File: config.mk
export PLATFORM = sky130hd
export DESIGN_NAME = modbus_rtu_response_checker_top
export DESIGN_NICKNAME = d
export VERILOG_FILES = /design/src/mrrc_pkg.sv /design/src/mrrc_crc16_byte.sv /design/src/modbus_rtu_response_checker_top.sv
export SDC_FILE = /design/constraint.sdc
export NUM_CORES = 1
export LEC_CHECK = 0
export ABC_AREA = 1
export BUFFER_PORTS_ARGS = -buffer_cell sky130_fd_sc_hd__clkbuf_2
export CORE_MARGIN = 2
export CORE_UTILIZATION = 57
export CTS_CLUSTER_DIAMETER = 120
export CTS_CLUSTER_SIZE = 25
export DETAILED_ROUTE_END_ITERATION = 10
export PLACE_DENSITY_LB_ADDON = 0.08
export SLEW_MARGIN = 25
export SYNTH_ARGS = -nofsm -noshare
export SYNTH_HDL_FRONTEND = slang
export SYNTH_HIERARCHICAL = 1
export SYNTH_SLANG_ARGS = --single-unit
File: constraint.sdc
create_clock -name clock -period 4.05 [get_ports clock]
set_input_delay 0.2025 -clock clock [delete_from_list [all_inputs] [get_ports clock]]
set_output_delay 0.2025 -clock clock [all_outputs]
set_load 0.05 [all_outputs]
File: src/mrrc_pkg.sv
// Shared types and constants for the Modbus RTU response checker.
`default_nettype none

package mrrc_pkg;

   localparam logic [15:0] CRC_POLY = 16'hA001;
   localparam logic [15:0] CRC_SEED = 16'hFFFF;
   localparam logic [7:0]  MIN_LEN  = 8'd5;
   localparam logic [15:0] LOW_MASK = 16'h00FF;
   localparam int          CRC_BITS = 8;

   localparam int REQ_DATA_W = 8;
   localparam int REQ_USER_W = 1;
   localparam int RSP_DATA_W = 24;
   localparam int CSR_IDX_W  = 2;
   localparam int CSR_DATA_W = 8;

   localparam logic [CSR_IDX_W-1:0] CSR_STATION_ADDRESS = 2'd0;
   localparam logic [CSR_IDX_W-1:0] CSR_FUNCTION_CODE   = 2'd1;
   localparam logic [CSR_IDX_W-1:0] CSR_FRAME_LENGTH    = 2'd2;

   typedef enum logic [1:0] {
      STATUS_OK         = 2'd0,
      STATUS_HEADER_BAD = 2'd1,
      STATUS_CRC_BAD    = 2'd2
   } status_type;

endpackage

`default_nettype wire

File: src/mrrc_crc16_byte.sv
// CRC-16/MODBUS update over one byte, reflected, LSB first.
`default_nettype none

module mrrc_crc16_byte (
   input  wire logic [15:0] crc_in,
   input  wire logic [7:0]  data_in,
   output logic      [15:0] crc_out
);

   always_comb begin
      logic [15:0] c;
      c = crc_in ^ {8'h00, data_in};
      for (int k = 0; k < mrrc_pkg::CRC_BITS; k++) begin
         if (c[0]) begin
            c = (c >> 1) ^ mrrc_pkg::CRC_POLY;
         end else begin
            c = c >> 1;
         end
      end
      crc_out = c;
   end

endmodule

`default_nettype wire

File: src/modbus_rtu_response_checker_top.sv
// Modbus RTU response checker: per-byte header and CRC-16 check with one status per frame.
//
// Usage:
//  req_* carries received bytes: tdata = rx_byte, tuser = frame_start (restarts the check).
//  csr_* writes station address (0), function code (1) and frame length (2); write only
//  while idle. Lengths below five count as five.
//  rsp_* carries one result per complete frame, on its final byte: status 0 ok,
//  1 header mismatch (wins over CRC), 2 CRC mismatch, plus the CRC over all but the
//  last two bytes. Bytes after a frame ends without frame_start are dropped.
//  Latency: a result is valid the cycle after its final byte is accepted.
//  Throughput: one byte per cycle while no result is stalled; the whole byte CRC update sits
//  between the CRC state register and itself (the result register takes the stored CRC).
//  Stall: the result register holds while rsp_tready is low and req_tready then drops,
//  so no request is taken until the waiting result is taken (tready passes straight
//  through to req_tready).
//  Reset (synchronous, active high): registers return to 1/3/7, byte position 0,
//  CRC seed 0xFFFF, no result pending.
`default_nettype none

module modbus_rtu_response_checker_top (
   input  wire logic                            clock,
   input  wire logic                            reset,
   input  wire logic                            req_tvalid,
   output logic                                 req_tready,
   input  wire logic [mrrc_pkg::REQ_DATA_W-1:0] req_tdata,  // [7:0] rx_byte
   input  wire logic [mrrc_pkg::REQ_USER_W-1:0] req_tuser,  // [0] frame_start
   output logic                                 rsp_tvalid,
   input  wire logic                            rsp_tready,
   output logic      [mrrc_pkg::RSP_DATA_W-1:0] rsp_tdata,  // [1:0] check_status,
                                                            // [17:2] computed_crc, [23:18] 0
   input  wire logic                            csr_we,
   input  wire logic [mrrc_pkg::CSR_IDX_W-1:0]  csr_index,
   input  wire logic [mrrc_pkg::CSR_DATA_W-1:0] csr_wdata
);

   logic [7:0]  station_ff, function_ff, length_ff;
   logic [7:0]  pos_ff, pos_in;
   logic [15:0] crc_ff, crc_in;
   logic        hdr_bad_ff, hdr_bad_in;
   logic        low_bad_ff, low_bad_in;
   logic        rsp_valid_ff, rsp_valid_in;
   mrrc_pkg::status_type rsp_status_ff, rsp_status_in;
   logic [15:0] rsp_crc_ff, rsp_crc_in;

   logic        req_accept;
   logic [7:0]  rx;
   logic        start;
   logic [7:0]  len, len_m2, p;
   logic [15:0] crc_cur, crc_upd;
   logic        hdr_cur, low_cur;
   logic        ignore;

   assign rx         = req_tdata[7:0];
   assign start      = req_tuser[0];
   assign req_tready = !rsp_valid_ff || rsp_tready;
   assign req_accept = req_tvalid && req_tready;

   assign len     = (length_ff < mrrc_pkg::MIN_LEN) ? mrrc_pkg::MIN_LEN : length_ff;
   assign len_m2  = len - 8'd2;
   assign p       = start ? 8'd0 : pos_ff;
   assign crc_cur = start ? mrrc_pkg::CRC_SEED : crc_ff;
   assign hdr_cur = start ? 1'b0 : hdr_bad_ff;
   assign low_cur = start ? 1'b0 : low_bad_ff;
   assign ignore  = !start && (pos_ff >= len);

   mrrc_crc16_byte u_crc (
      .crc_in  (crc_cur),
      .data_in (rx),
      .crc_out (crc_upd)
   );

   always_comb begin
      logic [15:0] low_byte;
      logic        crc_bad;
      low_byte      = crc_cur & mrrc_pkg::LOW_MASK;
      crc_bad       = 1'b0;
      pos_in        = pos_ff;
      crc_in        = crc_ff;
      hdr_bad_in    = hdr_bad_ff;
      low_bad_in    = low_bad_ff;
      rsp_valid_in  = rsp_valid_ff && !rsp_tready;
      rsp_status_in = rsp_status_ff;
      rsp_crc_in    = rsp_crc_ff;
      if (req_accept && !ignore) begin
         pos_in     = p + 8'd1;
         crc_in     = crc_cur;
         low_bad_in = low_cur;
         hdr_bad_in = hdr_cur
                    || ((p == 8'd0) && (rx != station_ff))
                    || ((p == 8'd1) && (rx != function_ff))
                    || ((p == 8'd2) && (rx != (len - mrrc_pkg::MIN_LEN)));
         if (p < len_m2) begin
            crc_in = crc_upd;
         end else if (p == len_m2) begin
            low_bad_in = (rx != low_byte[7:0]);
         end else begin
            crc_bad      = low_cur || (rx != crc_cur[15:8]);
            rsp_valid_in = 1'b1;
            rsp_crc_in   = crc_cur;
            if (hdr_bad_in) begin
               rsp_status_in = mrrc_pkg::STATUS_HEADER_BAD;
            end else if (crc_bad) begin
               rsp_status_in = mrrc_pkg::STATUS_CRC_BAD;
            end else begin
               rsp_status_in = mrrc_pkg::STATUS_OK;
            end
         end
      end
   end

   always_ff @(posedge clock) begin
      if (reset) begin
         station_ff   <= 8'd1;
         function_ff  <= 8'd3;
         length_ff    <= 8'd7;
         pos_ff       <= 8'd0;
         crc_ff       <= mrrc_pkg::CRC_SEED;
         hdr_bad_ff   <= 1'b0;
         low_bad_ff   <= 1'b0;
         rsp_valid_ff <= 1'b0;
      end else begin
         pos_ff       <= pos_in;
         crc_ff       <= crc_in;
         hdr_bad_ff   <= hdr_bad_in;
         low_bad_ff   <= low_bad_in;
         rsp_valid_ff <= rsp_valid_in;
         if (csr_we) begin
            case (csr_index)
               mrrc_pkg::CSR_STATION_ADDRESS: station_ff  <= csr_wdata;
               mrrc_pkg::CSR_FUNCTION_CODE:   function_ff <= csr_wdata;
               mrrc_pkg::CSR_FRAME_LENGTH:    length_ff   <= csr_wdata;
               default: ;
            endcase
         end
      end
   end

   always_ff @(posedge clock) begin
      rsp_status_ff <= rsp_status_in;
      rsp_crc_ff    <= rsp_crc_in;
   end

   assign rsp_tvalid = rsp_valid_ff;
   assign rsp_tdata  = {6'd0, rsp_crc_ff, rsp_status_ff};

   // a stalled result blocks new requests
   a_stall_blocks: assert property (@(posedge clock) disable iff (reset)
      (rsp_valid_ff && !rsp_tready) |-> !req_tready)
      else $error("request accepted while result stalled");

   // a new result only follows an accepted request
   a_result_source: assert property (@(posedge clock) disable iff (reset)
      (rsp_valid_ff && !$past(rsp_valid_ff && !rsp_tready)) |-> $past(req_accept))
      else $error("result without request");

   // frame start always leaves position one
   a_start_pos: assert property (@(posedge clock) disable iff (reset)
      (req_accept && start) |=> (pos_ff == 8'd1))
      else $error("frame start did not restart position");

   // status code is always a defined one
   a_status_code: assert property (@(posedge clock) disable iff (reset)
      rsp_valid_ff |-> (rsp_tdata[1:0] != 2'd3))
      else $error("undefined status code");

endmodule

`default_nettype wire

==> results of run 1 <==
final timing paths:
path	start	to	slack, ns	cells past startpoint
worst max register to register	length_ff[4]	rsp_crc_ff[6]	0.90	15
worst min-delay path	reset	rsp_tvalid	0.05	2
worst max-delay path	length_ff[4]	rsp_crc_ff[6]	0.90	15
worst min register to register	crc_ff[12]	crc_ff[12]	0.48	2
power by group:
| part | switching [uW] | internal [uW] |
|---|---|---|
| combinational | 445 | 211 |
| sequential | 43.1 | 788 |
| clock | 280 | 287 |
layout make-up:
type,count,area [um^2]
Fill cell,742,2780
Timing Repair Buffer,46,238
Multi-Input combinational cell,435,2550
Clock inverter,7,72.6
Inverter,84,315
Sequential cell,69,1560
Clock buffer,9,124
Tap cell,102,128
logic make-up (layout without fill, tap and decap cells):
logic type | Yosys count | in the layout
compound gates | 103 | 103
fa+ha+maj | 24 | 24
xor+xnor | 50 | 50
flops | 69 | 69
buf+inv | 113 | 146
simple gates | 252 | 252
other cells | 1 | 6
cells in the final DEF, fill, tap and decap left out, drive strengths merged, types with 2 or more instances in the layout:
cell type and instances:
a21oi 25, buf 3, clkbuf 52, clkinv 4, conb 6, dfxtp 51
edfxtp 18, ha 24, inv 86, nand2 123, nand3 36, nand4 9
nor2 70, nor3 6, nor4 4, o2111ai 2, o211ai 19, o21ai 51
o22ai 3, or2 3, xnor2 19, xor2 31
metrics by stage:
step	cell area (um^2)	cells	setup slack, ns
after global routing	4990	752	0.576
after global placement	4790	736	1.03
after detailed placement	4790	736	0.892
final	4990	752	0.896
after CTS	4990	752	0.866
after floorplan	4600	617	1.01
metal layers:
| layer | GRT usage | share of wire | up-vias |
|---|---|---|---|
| li1 | - | - | 2038 |
| met1 | 0.376 | 0.49 | 1811 |
| met2 | 0.422 | 0.43 | 135 |
| met3 | 0.0371 | 0.056 | 28 |
| met4 | 0.103 | 0.025 | 0 |
| met5 | 0 | 0 | - |
flip-flops by register name, indices dropped and copies added, names as in the netlist:
register	flops
crc_ff	16
rsp_crc_ff	16
function_ff	8
length_ff	8
pos_ff	8
station_ff	8
rsp_status_ff	2
hdr_bad_ff	1
low_bad_ff	1
rsp_tvalid	1
==> summary.txt, run 1 <==
Status
  – Status: finished clean

Routing
  – DR WL/cell: 14.4 um
  – Initial DRC Count: 240
  – First drt pass iteration count: 7
  – Via Count: 4012
  – DRT Wirelength: 10.8 mm
  – DRC errors left: 0
  – Post-route antenna net violation count: 0
  – Drt via density: 5.34

CTS
  – Hold buffers post-CTS: 0
  – Setup bufs post-CTS: 0
  – Quantity of gates resized following cts: 0
  – Htree depth: 3
  – CTS sink cnt: 69
  – TritonCTS clock tree: built
  – Root Buffer: clkbuf_8
  – CTS clk-pin slew, worst paths: 0.08 ns
  – Worst skew pair latency: 0.36 ns
  – Longest Clk Path Bufs: 2
  – Total CTS buffers: 9

Pwr
  – Worst IR Drop VDD: 0.000220 V
  – Power Dens Cells: 412 mW/mm^2
  – Power Total: 2050 uW
  – Pleak: 0.00234 uW

Synth
  – Register area share after synthesis: 0.341
  – Yosys top cell by area: dfxtp_1
  – Compound-Gate Fraction of Synth Area: 0.130
  – Yosys reg bits: 69
  – Synthesized area: 0.00458 mm^2
  – Number of flops mapped to enable cells by yosys: 18
  – Main combinational cell family by area after synthesis: simple AND/OR/NAND/NOR gates
  – Post-Synth Simple-Gate Area: 0.258
  – Xor-xnor portion of the synthesized cell area: 0.0989
  – Top post-synthesis cells by count: nand2_1, inv_1, nor2_1
  – Post-Syn Instances: 612
  – Mean cell area of the mapped netlist: 7.48 um^2
  – Async set or reset register ratio after synthesis: 0
  – Post-synthesis mux area share: 0
  – Cell variety after synth: 36
  – Synth warnings: 6
  – Adder-cell share of the synthesized area: 0.0656
  – Synth top area share: 0.223
  – Ys flop type: dfxtp_1
  – Top-count cell post-synth: nand2_1
  – Area contributors post-synth: dfxtp_1, edfxtp_1, nand2_1

Layout
  – Post-layout util: 0.642
  – Layout Nets: 693
  – Antenna fix cells: 0
  – Share of post-route cells with drive strength above 1: 0.158
  – Area Growth Syn to Fin: 8.96%

Floorplan
  – Initial Util: 0.589
  – Core area: 0.00777 mm^2
  – Die Y-Extent: 93.6 um
  – Rows: 32
  – Die W: 93.6 um
  – Ports: 50
  – Die Footprint: 0.00876 mm^2

Flow run
  – Max Cap Violations: 0

Worst setup path
  – Critical path, cell by cell: inv_2 > nand2_2 > nor2_4 > nand3_2 > nand2_1 > ha_1 > nand2_1 > xor2_1 > ha_1 > nand2_1 > nor2_1 > a211oi_1 > nand2_1 > nand3_1 > inv_1
  – CP Data Arrival Time: 3.14 ns
  – Cell mode on critical path: nand2_1
  – Setup CP Type: flip-flop to flip-flop
  – Max incr delay on CP: 0.56 ns
  – Slowest-stage cell, CP: inv_1
  – Critical path's top delay family: simple AND/OR/NAND/NOR gates
  – Req. time, crit path: 4.03 ns
  – CP endpoint kind: flip-flop
  – Buf/Inv on CP: 2
  – Crit Path Max Fanout: 18
  – Critical path launch point type: flip-flop

STA
  – Max Slew Vio Count: 0
  – Achievable frequency: 317 MHz
  – RSZ-0062 raised after global routing: no
  – Final worst-path cycle share: 0.779
  – Clock Skews: 0.0126 ns
  – Normalized max-slew margin: 0.361
  – Setup Viol. Count Final: 0
  – Setup TNS: 0 ns
  – Min Tclk post-route: 3.15 ns
  – Hold slack: 0.0473 ns
  – Final hold violations: 0
  – Worst-margin pin slew: 0.951 ns

Placement
  – Port bufs: 43
  – Routability-driven placement congestion ratio: 0.927
  – Post-DP HPWL: 8.27 mm

Global route
  – Largest net degree at the start of global routing: 43
  – GRT overflow: 0
  – Initial antenna violation count: 0
  – Vias in the first global route: 3753
  – Total global-route track usage: 0.269
  – First-pass GRT wire length: 18.3 mm

Min path
  – HP Class: input port to flip-flop
(Power assumes the default switching activity.)
==> run 2, diff against run 1 <==
Settings changed: CORE_UTILIZATION 57 to 54.
Clock period 4.05 ns to 2.6 ns, I/O delays scaled along.
==> run 2 against run 1 <==
The flow now finishes with violations (negative setup slack). Cell count grew 7.2%. Register-to-register slack lost 1.0 ns. Utilization grew 5.1 points. Clock power grew 62%. Critical path depth grew 6. Final area grew 14%. Critical path type unchanged. Largest power group is now combinational cells.
==> summary.txt, run 2 (same netlist as run 1, synthesis figures left out) <==
Status
  – Status: finished, violations left
  – Failing checks: negative setup slack

Placement
  – Pre-CTS WS: -0.107 ns (-0.998 ns)
  – Port bufs: 43 (unchanged)
  – Placed Area: 0.00507 mm^2 (+5.8%)
  – Routability-driven placement congestion ratio: 0.889 (-4.1%)
  – Post-DP HPWL: 8.56 mm (+3.5%)

Floorplan
  – Die Y-Extent: 96.1 um (+2.6%)
  – Initial Util: 0.557 (-0.0322)
  – Rows: 33 (+3.1%)
  – Die W: 96.1 um (+2.6%)
  – Die Footprint: 0.00923 mm^2 (+5.3%)
  – Ports: 50 (unchanged)
  – Core area: 0.00822 mm^2 (+5.8%)

Pwr
  – Power Dens Cells: 634 mW/mm^2 (+54%)
  – Int Pwr: 2250 uW (+75%)
  – Power share of the clock group: 0.255 (-0.021)
  – Switching power total: 1360 uW (+77%)
  – Pleak: 0.00267 uW (+14%)
  – Logic pwr share: 0.387 (+0.067)
  – Sequential share of power: 0.358 (-0.047)
  – Worst IR Drop VDD: 0.000330 V (+50%)
  – Sw Ratio: 0.377 (+0.00273)

Flow run
  – Max Cap Violations: 0 (unchanged)

Routing
  – Via Count: 4342 (+8.2%)
  – First drt pass iteration count: 5 (-2)
  – DRT Wirelength: 12.4 mm (+15%)
  – Post-route antenna net violation count: 0 (unchanged)
  – DRC errors left: 0 (unchanged)
  – Drt via density: 5.39 (+0.97%)
  – DR WL/cell: 15.4 um (+6.9%)
  – Initial DRC Count: 199 (-17%)

Min path
  – HP Class: input port to flip-flop
  – WHS Endpoint: function_ff[0]
  – Min-delay src: csr_wdata[0]
  – WHS Path Cells: 3 (+1)

Worst setup path
  – CP Data Arrival Time: 3.00 ns (-0.14 ns)
  – Crit Path Max Fanout: 8 (-10)
  – CP endpoint kind: flip-flop
  – R2R setup slack: -0.15 ns (-1.05 ns)
  – Max incr delay on CP: 0.37 ns (-0.19 ns)
  – Critical path, cell by cell: nor2_4 > nand2_2 > o21ai_4 > inv_2 > ha_4 > buf_4 > xnor2_1 > ha_1 > nand2_1 > inv_1 > o21ai_0 > nand2_1 > nand2_1 > nand2_2 > buf_6 > buf_8 > inv_4 > nor2_2 > nand3_1 > a21oi_1 > nor2_1
  – Cell mode on critical path: nand2_1
  – Slowest-stage cell, CP: dfxtp_4
  – Critical path launch point type: flip-flop
  – R2R depth: 21 (+6)
  – Req. time, crit path: 2.84 ns (-1.19 ns)
  – R2R Path End: low_bad_ff
  – Crit Reg-Reg Startpoint: length_ff[4]
  – Setup CP Type: flip-flop to flip-flop

Layout
  – Commonest non-fill, non-tap cell in the layout: nand2_1
  – Fill count: 722 (-2.7%)
  – Area Growth Syn to Fin: 24.4%
  – Largest regs: crc_ff x16, rsp_crc_ff x16
  – Commonest non-fill, non-tap cells in the layout: nand2_1, inv_1, nor2_1
  – Share of post-route cells with drive strength above 1: 0.280 (+0.121)
  – Layout Nets: 744 (+7.4%)
  – Final instance area: 0.00570 mm^2 (+14%)
  – Antenna fix cells: 0 (unchanged)

CTS
  – Root Buffer: clkbuf_8
  – Total CTS buffers: 9 (unchanged)
  – Htree depth: 3 (unchanged)
  – Worst skew pair latency: 0.36 ns (about the same)
  – CTS clk-pin slew, worst paths: 0.07 ns (about the same)
  – CTS sink cnt: 69 (unchanged)
  – TritonCTS clock tree: built
  – Longest Clk Path Bufs: 2 (unchanged)

Global route
  – Largest net degree at the start of global routing: 50 (+16%)
  – First-pass GRT wire length: 18.9 mm (+3.1%)
  – Initial antenna violation count: 0 (unchanged)
  – Total global-route track usage: 0.269 (about the same)
  – GRT overflow: 0 (unchanged)
  – Vias in the first global route: 3884 (+3.5%)

STA
  – RSZ-0062 raised after global routing: yes
  – Clock Skews: 0.0125 ns (-0.000157 ns)
  – Max Slew Vio Count: 0 (unchanged)
  – Setup Viol. Count Final: 36 (+36)
  – Final worst-path cycle share: 1.06 (+0.280)
  – Worst Slack Setup Final: -0.152 ns (-1.05 ns)
  – Achievable frequency: 363 MHz (+15%)
  – Setup TNS: -3.07 ns (-3.07 ns)
  – Min Tclk post-route: 2.75 ns (-0.402 ns)
  – Final hold violations: 0 (unchanged)
run 2: changes by cell type in the layout (fill, tap and decap cells not counted), sizes merged:
cell         previous run  this run
buf                     3        50
clkbuf                 52        57
clkinv                  4         1
clkinvlp                0         3
inv                    86        84
dlygate4sd3             0         1
run 2: worst max-delay path, delay by kind of cell, from the launching register on:
family	cells	cell delay [ns]
AOI/OAI and AO/OA	3	0.39
xor gates and xnor gates	1	0.12
adders and majority gates	2	0.46
buffers and inverters	6	0.57
DFF	1	0.37
and+or+nand+nor	9	0.73
run 2: routing by layer:
| layer | part of all wire | track usage | vias up | routed length (um) |
|---|---|---|---|---|
| met1 | 0.45 | 0.381 | 2025 | 5560 |
| met3 | 0.073 | 0.0478 | 22 | 907 |
| met4 | 0.021 | 0.0810 | 0 | 260 |
| li1 | - | - | 2143 | - |
| met2 | 0.46 | 0.417 | 152 | 5680 |
| met5 | 0 | 0 | - | 0 |
run 2: repair_timing:
item / CTS / global route
hold endpoints to repair: 1 / 0
setup endpoints to repair: 35 / 45
cloned: 1 / 5
pin swaps: 1 / 37
hold buffers: 1 / 0
gates resized for setup: 7 / 70
setup buffers: 1 / 13
run 2: power groups by stage:
stage | sequential (uW) | clock, uW | combinational, uW
6_report | 1290 | 919 | 1400
5_1_grt | 1300 | 972 | 1530
4_1_cts | 1290 | 922 | 1130
3_5_place_dp | 1310 | 0 | 1100
3_3_place_gp | 1310 | 0 | 1080
2_1_floorplan | 1380 | 0 | 762
run 2: worst max-delay path by stage:
stage               slack, ns            end          from  cells after the start
CTS                     0.009     low_bad_ff  length_ff[4]                     21
detailed placement      -0.11     low_bad_ff  length_ff[4]                     21
finish                  -0.15     low_bad_ff  length_ff[4]                     21
global placement        0.003     low_bad_ff  length_ff[4]                     17
floorplan               -0.26  rsp_crc_ff[0]  length_ff[3]                     16
global route            -0.28     low_bad_ff  length_ff[5]                     21
run 2: final cells by class:
class                   count  area [um^2]  area share
multi-input cells         435         2730       0.480
clock buffers              11          141      0.0248
flip-flops and latches     69         1570       0.275
repair buffers             97          738       0.130
clock inverters             5         58.8      0.0103
inverters                  84          324      0.0569
well taps                 105          131      0.0231
run 2: through the flow:
stage	hold WS [ns]	total power, uW	utilization	instances
3_5_place_dp	0.329	2420	0.617	769
5_1_grt	0.0657	3810	0.693	806
4_1_cts	0.0529	3340	0.647	788
2_1_floorplan	0.199	2140	-	617
6_report	0.0457	3610	0.693	806
3_3_place_gp	0.324	2390	0.617	769
